<file path="src/sv/assert_macros.svh">
// Assertion helpers used by the top-level RTL file.
`ifndef ASSERT_MACROS_SVH
`define ASSERT_MACROS_SVH

// Same-cycle implication, disabled while reset is held.
`define ASSERT_IMPL(label, clk, rst_n, ante, cons) \
  label: assert property (@(posedge clk) disable iff (!rst_n) (ante) |-> (cons)) \
    else $error("assertion failed: same-cycle implication");

// Next-cycle implication, disabled while reset is held.
`define ASSERT_NEXT(label, clk, rst_n, ante, cons) \
  label: assert property (@(posedge clk) disable iff (!rst_n) (ante) |=> (cons)) \
    else $error("assertion failed: next-cycle implication");

`endif

</file>
<file path="src/sv/nfha_pkg.sv">
`default_nettype none
package nfha_pkg;
  localparam int HEAP_BYTES = 16384;
  localparam int GROW_CHUNK = 1 * (1 << 10);
  localparam int MIN_SPLIT  = 16;
  localparam int WORD_BYTES = 8;
  localparam int HDR_WORDS  = HEAP_BYTES / 8;
  localparam int IDX_W      = $clog2(HDR_WORDS);
  localparam int TOP_W      = $clog2(HEAP_BYTES) + 1;
  localparam int OFF_W      = ((TOP_W > 16) ? TOP_W : 16) + 2;
  localparam int HDR_W      = 16;
  localparam int A_W        = 16;
  localparam int FREE_W     = 15;
  localparam int FREE_MAX   = 32767;

  localparam logic CMD_ALLOC = 1'b0;
  localparam logic CMD_FREE  = 1'b1;

  typedef enum logic [4:0] {
    OP_NONE, OP_LATCH, OP_RES_NONE, OP_RES_OOM,
    OP_F_START, OP_F_FIRST, OP_F_ACC, OP_F_END,
    OP_INIT_W0, OP_INIT_W1,
    OP_S1_START, OP_S2_START, OP_ADV, OP_TAKE0,
    OP_SPLIT_W0, OP_SPLIT_W1, OP_TAKE_W,
    OP_M_START, OP_M_OPEN, OP_M_ACC, OP_M_CLOSE_ADV, OP_M_CLOSE_FIN, OP_M_FIN,
    OP_G_W0, OP_G_W1
  } nfha_op_t;

  typedef struct packed {
    logic is_free;
    logic uninit;
    logic free_bad;
    logic cur_lt_top;
    logic cur_lt_rover;
    logic a_lt_free;
    logic hdr_busy;
    logic fits;
    logic split_ok;
    logic region_oom;
    logic grow_oom;
    logic coal;
  } nfha_stat_t;
endpackage
`default_nettype wire

</file>
<file path="src/sv/nfha_ctrl.sv">
`default_nettype none
module nfha_ctrl (
  input  wire logic              clk,
  input  wire logic              rst_n,
  input  wire logic              start,
  input  wire nfha_pkg::nfha_stat_t stat,
  output nfha_pkg::nfha_op_t     op,
  output logic                   busy,
  output logic                   out_valid
);
  import nfha_pkg::*;

  typedef enum logic [4:0] {
    ST_IDLE, ST_DISPATCH, ST_F_RD0, ST_F_SUM0, ST_F_RD, ST_F_EV,
    ST_INIT, ST_INIT2, ST_LOOP,
    ST_S1_CHK, ST_S1_RD, ST_S1_EV, ST_S2_CHK, ST_S2_RD, ST_S2_EV,
    ST_MISS, ST_TAKE, ST_SPLIT2,
    ST_M_CHK, ST_M_RD, ST_M_EV, ST_M_TCHK, ST_M_TRD, ST_M_TEV,
    ST_GROW, ST_GROW2
  } state_t;

  state_t state_r, state_nxt;
  logic   out_valid_r;
  logic   done;

  always_comb begin
    state_nxt = state_r;
    op        = OP_NONE;
    done      = 1'b0;
    unique case (state_r)
      ST_IDLE: begin
        if (start) begin
          op        = OP_LATCH;
          state_nxt = ST_DISPATCH;
        end
      end
      ST_DISPATCH: begin
        if (stat.is_free) begin
          if (stat.free_bad) begin
            op   = OP_RES_NONE;
            done = 1'b1;
          end else begin
            op        = OP_F_START;
            state_nxt = ST_F_RD0;
          end
        end else if (stat.uninit) begin
          state_nxt = ST_INIT;
        end else begin
          state_nxt = ST_LOOP;
        end
      end
      ST_F_RD0: state_nxt = ST_F_SUM0;
      ST_F_SUM0: begin
        op        = OP_F_FIRST;
        state_nxt = ST_F_RD;
      end
      ST_F_RD: state_nxt = ST_F_EV;
      ST_F_EV: begin
        if (stat.cur_lt_top && !stat.hdr_busy) begin
          op        = OP_F_ACC;
          state_nxt = ST_F_RD;
        end else begin
          op   = OP_F_END;
          done = 1'b1;
        end
      end
      ST_INIT: begin
        if (stat.region_oom) begin
          op   = OP_RES_OOM;
          done = 1'b1;
        end else begin
          op        = OP_INIT_W0;
          state_nxt = ST_INIT2;
        end
      end
      ST_INIT2: begin
        op   = OP_INIT_W1;
        done = 1'b1;
      end
      ST_LOOP: begin
        if (stat.a_lt_free) begin
          op        = OP_S1_START;
          state_nxt = ST_S1_CHK;
        end else begin
          state_nxt = ST_GROW;
        end
      end
      ST_S1_CHK: begin
        if (stat.cur_lt_top) begin
          state_nxt = ST_S1_RD;
        end else begin
          op        = OP_S2_START;
          state_nxt = ST_S2_CHK;
        end
      end
      ST_S1_RD: state_nxt = ST_S1_EV;
      ST_S1_EV: begin
        if (stat.fits) begin
          op        = OP_TAKE0;
          state_nxt = ST_TAKE;
        end else begin
          op        = OP_ADV;
          state_nxt = ST_S1_CHK;
        end
      end
      ST_S2_CHK: begin
        if (stat.cur_lt_top && stat.cur_lt_rover) begin
          state_nxt = ST_S2_RD;
        end else begin
          state_nxt = ST_MISS;
        end
      end
      ST_S2_RD: state_nxt = ST_S2_EV;
      ST_S2_EV: begin
        if (stat.fits) begin
          op        = OP_TAKE0;
          state_nxt = ST_TAKE;
        end else begin
          op        = OP_ADV;
          state_nxt = ST_S2_CHK;
        end
      end
      ST_MISS: begin
        if (stat.coal) begin
          op        = OP_M_START;
          state_nxt = ST_M_CHK;
        end else begin
          state_nxt = ST_GROW;
        end
      end
      ST_TAKE: begin
        if (stat.split_ok) begin
          op        = OP_SPLIT_W0;
          state_nxt = ST_SPLIT2;
        end else begin
          op   = OP_TAKE_W;
          done = 1'b1;
        end
      end
      ST_SPLIT2: begin
        op   = OP_SPLIT_W1;
        done = 1'b1;
      end
      ST_M_CHK: begin
        if (stat.cur_lt_top) begin
          state_nxt = ST_M_RD;
        end else begin
          op        = OP_M_FIN;
          state_nxt = ST_LOOP;
        end
      end
      ST_M_RD: state_nxt = ST_M_EV;
      ST_M_EV: begin
        if (!stat.hdr_busy) begin
          op        = OP_M_OPEN;
          state_nxt = ST_M_TCHK;
        end else begin
          op        = OP_ADV;
          state_nxt = ST_M_CHK;
        end
      end
      ST_M_TCHK: begin
        if (stat.cur_lt_top) begin
          state_nxt = ST_M_TRD;
        end else begin
          op        = OP_M_CLOSE_FIN;
          state_nxt = ST_LOOP;
        end
      end
      ST_M_TRD: state_nxt = ST_M_TEV;
      ST_M_TEV: begin
        if (!stat.hdr_busy) begin
          op        = OP_M_ACC;
          state_nxt = ST_M_TCHK;
        end else begin
          op        = OP_M_CLOSE_ADV;
          state_nxt = ST_M_CHK;
        end
      end
      ST_GROW: begin
        if (stat.grow_oom) begin
          op   = OP_RES_OOM;
          done = 1'b1;
        end else begin
          op        = OP_G_W0;
          state_nxt = ST_GROW2;
        end
      end
      ST_GROW2: begin
        op   = OP_G_W1;
        done = 1'b1;
      end
      default: state_nxt = ST_IDLE;
    endcase
    if (done) begin
      state_nxt = ST_IDLE;
    end
  end

  always_ff @(posedge clk) begin
    if (!rst_n) begin
      state_r     <= ST_IDLE;
      out_valid_r <= 1'b0;
    end else begin
      state_r     <= state_nxt;
      out_valid_r <= done;
    end
  end

  assign busy      = (state_r != ST_IDLE);
  assign out_valid = out_valid_r;
endmodule
`default_nettype wire

</file>
<file path="config.mk">
export PLATFORM = sky130hd
export DESIGN_NAME = nfha_ctrl
export DESIGN_NICKNAME = d
export VERILOG_FILES = /design/src/sv/assert_macros.svh /design/src/sv/nfha_pkg.sv /design/src/sv/nfha_ctrl.sv
export SDC_FILE = /design/constraint.sdc
export NUM_CORES = 1
export LEC_CHECK = 0
export BUFFER_PORTS_ARGS = -buffer_cell sky130_fd_sc_hd__buf_2
export CAP_MARGIN = 20
export CORE_MARGIN = 2
export CORE_UTILIZATION = 59
export DETAILED_ROUTE_END_ITERATION = 8
export GPL_ROUTABILITY_DRIVEN = 0
export GPL_TIMING_DRIVEN = 0
export PLACE_DENSITY = 0.92
export SYNTH_ARGS = -nofsm -noshare
export SYNTH_HDL_FRONTEND = slang
export SYNTH_SLANG_ARGS = --single-unit
</file>
<file path="constraint.sdc">
create_clock -name clk -period 2.8 [get_ports clk]
set_clock_uncertainty 0.05 [all_clocks]
set_input_delay 0 -clock clk [delete_from_list [all_inputs] [get_ports clk]]
set_output_delay 0 -clock clk [all_outputs]
set_load 0.05 [all_outputs]
</file>
Word level (Yosys, flattened, before mapping)
Cells that the tools add are included.
{"block": "word_totals", "memories": 0, "mem_bits_rw": 0, "out_inout_bits": 7, "elab_cells": 86, "latchBits": 0, "inputBits": 15, "register_bits": 6, "rom_bits": 0}
{"block": "op_classes", "shifts": 0, "n_reduce_logical": 10, "eq_ne": 31, "addsub": 0, "bitwise_logic": 2, "mul": 0, "div": 0, "muxes": 41, "order_cmp": 0}
{"op": "one-hot mux 5 bit (23 select lines)", "count": 1}
{"op": "2-to-1 mux 5 bit", "count": 18}
{"op": "one-hot mux 5 bit (18 select lines)", "count": 1}
{"op": "equality test 5 bit (second input constant)", "count": 10}
{"op": "equality test 5 x 4 -> 1 bit (second input constant)", "count": 8}
{"op": "equality test 5 x 3 -> 1 bit (second input constant)", "count": 4}
{"op": "2-to-1 mux 4 bit", "count": 5}
{"op": "2-to-1 mux 3 bit", "count": 5}
{"op": "equality test 5 x 2 -> 1 bit (second input constant)", "count": 2}
{"op": "inequality test 2 bit (second input constant)", "count": 5}
{"op": "2-to-1 mux 1 bit", "count": 9}
{"op": "AND reduction 7 bit", "count": 1}
{"op": "one-hot mux 1 bit (6 select lines)", "count": 1}
{"op": "OR reduction 2 bit", "count": 3}
{"op": "equality test 5 x 1 -> 1 bit (second input constant)", "count": 1}
{"op": "logical NOT 5 bit", "count": 1}
{"op": "nonzero test 5 bit", "count": 1}
{"op": "inequality test 3 bit (second input constant)", "count": 1}
{"op": "OR reduction 3 bit", "count": 1}
{"op": "logical AND 1 bit", "count": 2}
{"op": "2-to-1 mux 2 bit", "count": 1}
{"op": "inverter 1 bit", "count": 2}
{"op": "logical NOT 1 bit", "count": 1}

Logic depth before layout (Yosys ltp)
{"block": "logic_depth", "depth_word": 5, "ltp_mapped": 8, "depth_no_buf": 5}

Least setup slack after synthesis
No wires, ideal clock.
{"block": "synth_path", "path_type": "register to output", "start": "reg state_r[0]", "end": "out op[4]", "t_required_ps": 2750, "n_path_buf": 2, "arrival_ps": 1951, "path_stages_with_launch": 7, "setup_slack_ps": 799, "path_cell_list": "dfxtp_1 buf_6 buf_6 nor3_1 a21oi_1 o32a_1 o2111ai_1"}
{"block": "synth_between", "elab_chain_cells": 3, "elab_cells_between_ends": 21, "cone_classes": "eq/ne: 18; mux: 1; reduce/logical: 2"}
{"element": "start: declaration", "line": "nfha_ctrl.sv:22", "text": "state_t state_r, state_nxt;"}
{"element": "start signal: assignment", "line": "nfha_ctrl.sv:205", "text": "state_r <= state_nxt;"}
{"element": "equality test 5 x 4 -> 1 bit", "line": "nfha_ctrl.sv:30", "text": "unique case (state_r)"}
{"element": "OR reduction 2 bit (no source line)"}
{"element": "one-hot mux 5 bit (18 select lines) (*)", "line": "nfha_ctrl.sv:30"}
{"element": "end: declaration", "line": "nfha_ctrl.sv:7", "text": "output nfha_pkg::nfha_op_t op,"}
Every way passes the cells marked *; elsewhere a longest branch is shown, timed or not.

Final worst setup path
{"block": "layout_path", "start": "reg state_r[1]", "end": "out op[2]"}
The elaborated chain is that of the path after synthesis.

==> results.toml <==
[drt]
via_per_inst = 7.13
vias = 1626
wl_per_cell_um = 18.8
drt_iter0_markers = 187
antenna_left = 0
drt_first_pass_iters = 6
routed_wl_mm = 4.29
drt_drc_violations_left = 0

[synthesis]
synth_area_per_cell_sq_um = 6.87
synth_edf_count = 0
yosysUniqueCellTypes = 54
synth_nets = 192
netlist_area_sq_um = 1220
ys_warn_count = 0
netlist_instances = 177
ys_async_sr_fraction_pct = 0
synthTopCellsByArea = "dfxtp_1 9.9%, buf_6 5.6%, nand2b_1 5.1%, a21oi_1 4.9%, nor2_1 4.9%"
yosysTopAreaCellShare_pct = 9.88
synth_ff_type = "dfxtp_1"
yosys.area.top_type = "dfxtp_1"
ys_ff_latch = 6
yosysSeqAreaShare_pct = 9.88

[placement]
io_buffers = 20
pre_cts_ws_ns = 0.968
place_hpwl_mm = 3.06

[pwr]
sequentialPowerShare_pct = 15.9
internal_power_w = 0.000299
swShare_pct = 52.2
switching_power_w = 0.000326
power_density_nw_per_um2 = 451
p_comb_share_pct = 71.9
p_leak_nw = 0.545
power_frac_clock_pct = 12.2
ir_drop_v = 0.000273

[worst_setup_path]
path_common_cell = "buf_2"
path_cells = "buf_6, buf_2, buf_2, xnor2_1, o32ai_1, nand3b_1, o211ai_2, buf_2"
worstPathMaxFanout = 10
critPathKind = "reg2out"
cpMaxStageDelayCell = "dfxtp_1"
end_kind = "output port"
max_stage_delay_ns = 0.33
cp_data_arrival_time_ns = 2.09
required_ns = 2.75
crit_path_start_kind = "flip-flop"

[clock_tree]
cts_tree = "done"
clkSinkCount = 6
ctsResizeCount = 0
clockBufferDepth = 2
worstSkewPairLatency_ns = 0.24
cts-hold-fix-buffers = 1
post-cts-setup-buffers = 0
htreeDepth = 1
clk_pin_slew_ns = 0.04
cts_root_buf = "clkbuf_4"
cts_made_buffers = 3

[floorplanning]
die_w_um = 49.4
core_area_sq_um = 1960
placementRows = 16
die-area_sq_um = 2440
start_util_pct = 62.0
ios = 22
die_y_um = 49.4

[job]
cap_viol_max_count = 0

[global_routing]
track_usage_pct = 35.9
overflow = 0
grt_pass1_vias = 1510
grt_max_degree = 11
grt_first_pass_wirelength_mm = 6.91
antenna_found_initial = 0

[timing]
slew_violations = 0
rsz0062_at_grt = "no"
whs_ns = 0.185
finalCritPeriodShare_pct = 76.4
post-route-min-period_ns = 2.14
fin_ws_ns = 0.660
slew_headroom_pct = 64.3
tightest_slew_ns = 0.535
setup_viol = 0
hold_viol_final = 0
tns_ns = 0
fmax_mhz = 467

[min_path]
hold_class = "in2reg"

[final_layout]
antenna_cells = 0
final_cell_mix = "28 x buf_2, 16 x nor2_1, 12 x a21oi_1, 12 x nand2_1, 10 x nand2b_1"
post-route-util_pct = 70.5
area_growth_pct = 13.7
drive_gt1_share_pct = 24.9
nets = 218
num-fill-cells = 185
final_common_cell = "buf_2"

[run_status]
status = "finished, final reports clean"
[worst paths after layout]
check / startpoint / endpoint / slack (ns) / cells past startpoint
hold reg to reg: state_r[1]$_SDFFE_PP0P_ / state_r[4]$_SDFFE_PP0P_ / 0.79 / 5
setup / recovery: state_r[1]$_SDFFE_PP0P_ / op[2] / 0.66 / 8
setup reg to reg: state_r[1]$_SDFFE_PP0P_ / state_r[1]$_SDFFE_PP0P_ / 0.89 / 6
hold / removal: stat[11] / state_r[2]$_SDFFE_PP0P_ / 0.18 / 4
[critical path, delay by kind of cell (launching register included)]
kind                   cells  cell delay (ns)
XOR/XNOR                   1             0.11
flip-flops                 1             0.33
AND/OR/NAND/NOR            1             0.20
buffers and inverters      4             0.96
AO/OA/AOI/OAI              2             0.25
[Yosys cell counts, types with 3 or more instances]
| cell | count |
|---|---|
| nor2_1 | 16 |
| a21oi_1 | 12 |
| nand2_1 | 12 |
| nand2b_1 | 10 |
| o21ai_0 | 9 |
| a31oi_1 | 8 |
| buf_2 | 8 |
| inv_1 | 8 |
| nor3_1 | 8 |
| buf_6 | 6 |
| dfxtp_1 | 6 |
| nor4_1 | 6 |
| nor2b_1 | 5 |
| a211o_1 | 3 |
| buf_4 | 3 |
| nand3_1 | 3 |
| nand3b_1 | 3 |
| o32ai_1 | 3 |
[kinds of logic (layout without fill, tap and decap cells)]
family	count (synthesis)	count (layout)	share of synthesized area (%)
AND/OR/NAND/NOR	80	80	36.9
AO/OA/AOI/OAI	58	58	34.3
buffers and inverters	27	51	13.8
flip-flops	6	6	9.88
adder cells (fa/ha/maj)	2	2	1.65
XOR/XNOR	2	2	1.44
multiplexers	2	2	2.06
[sequential cells by signal (all words and copies together) (netlist names)]
| register | count |
|---|---|
| out_valid | 1 |
| state_r | 5 |
[metal layers]
metal	global-route usage, %	up-vias	share of wire [%]
met5	0	-	0
met4	14.8	0	5.3
met3	13.5	38	16
met2	56.5	175	43
met1	43.7	702	35
li1	-	711	-
[power groups by stage]
| stage | combinational, W | clock [W] | sequential (W) |
|---|---|---|---|
| finish | 0.000449 | 0.0000759 | 0.0000995 |
| global route | 0.000472 | 0.0000830 | 0.000101 |
| CTS | 0.000430 | 0.0000783 | 0.0000994 |
| detailed placement | 0.000427 | 0 | 0.000101 |
| global placement | 0.000418 | 0 | 0.000101 |
| floorplan | 0.000326 | 0 | 0.000103 |
[cell type report]
cell class / instances / area, sq um / area share [%]
buffer: 19 / 138 / 9.95
clock buffer: 3 / 22.5 / 1.63
inverter: 8 / 30.0 / 2.17
multi-input combinational: 144 / 928 / 67.1
sequential: 6 / 120 / 8.69
tap: 27 / 33.8 / 2.44
timing repair buffer: 21 / 110 / 7.96
[stage by stage]
step           std cells  cell area, sq um  total power [W]
3_5_place_dp         224              1350         0.000528
2_1_floorplan        177              1220         0.000429
3_3_place_gp         224              1350         0.000519
4_1_cts              228              1380         0.000608
6_report             228              1380         0.000624
5_1_grt              228              1380         0.000655
(Power assumes the default switching activity.)
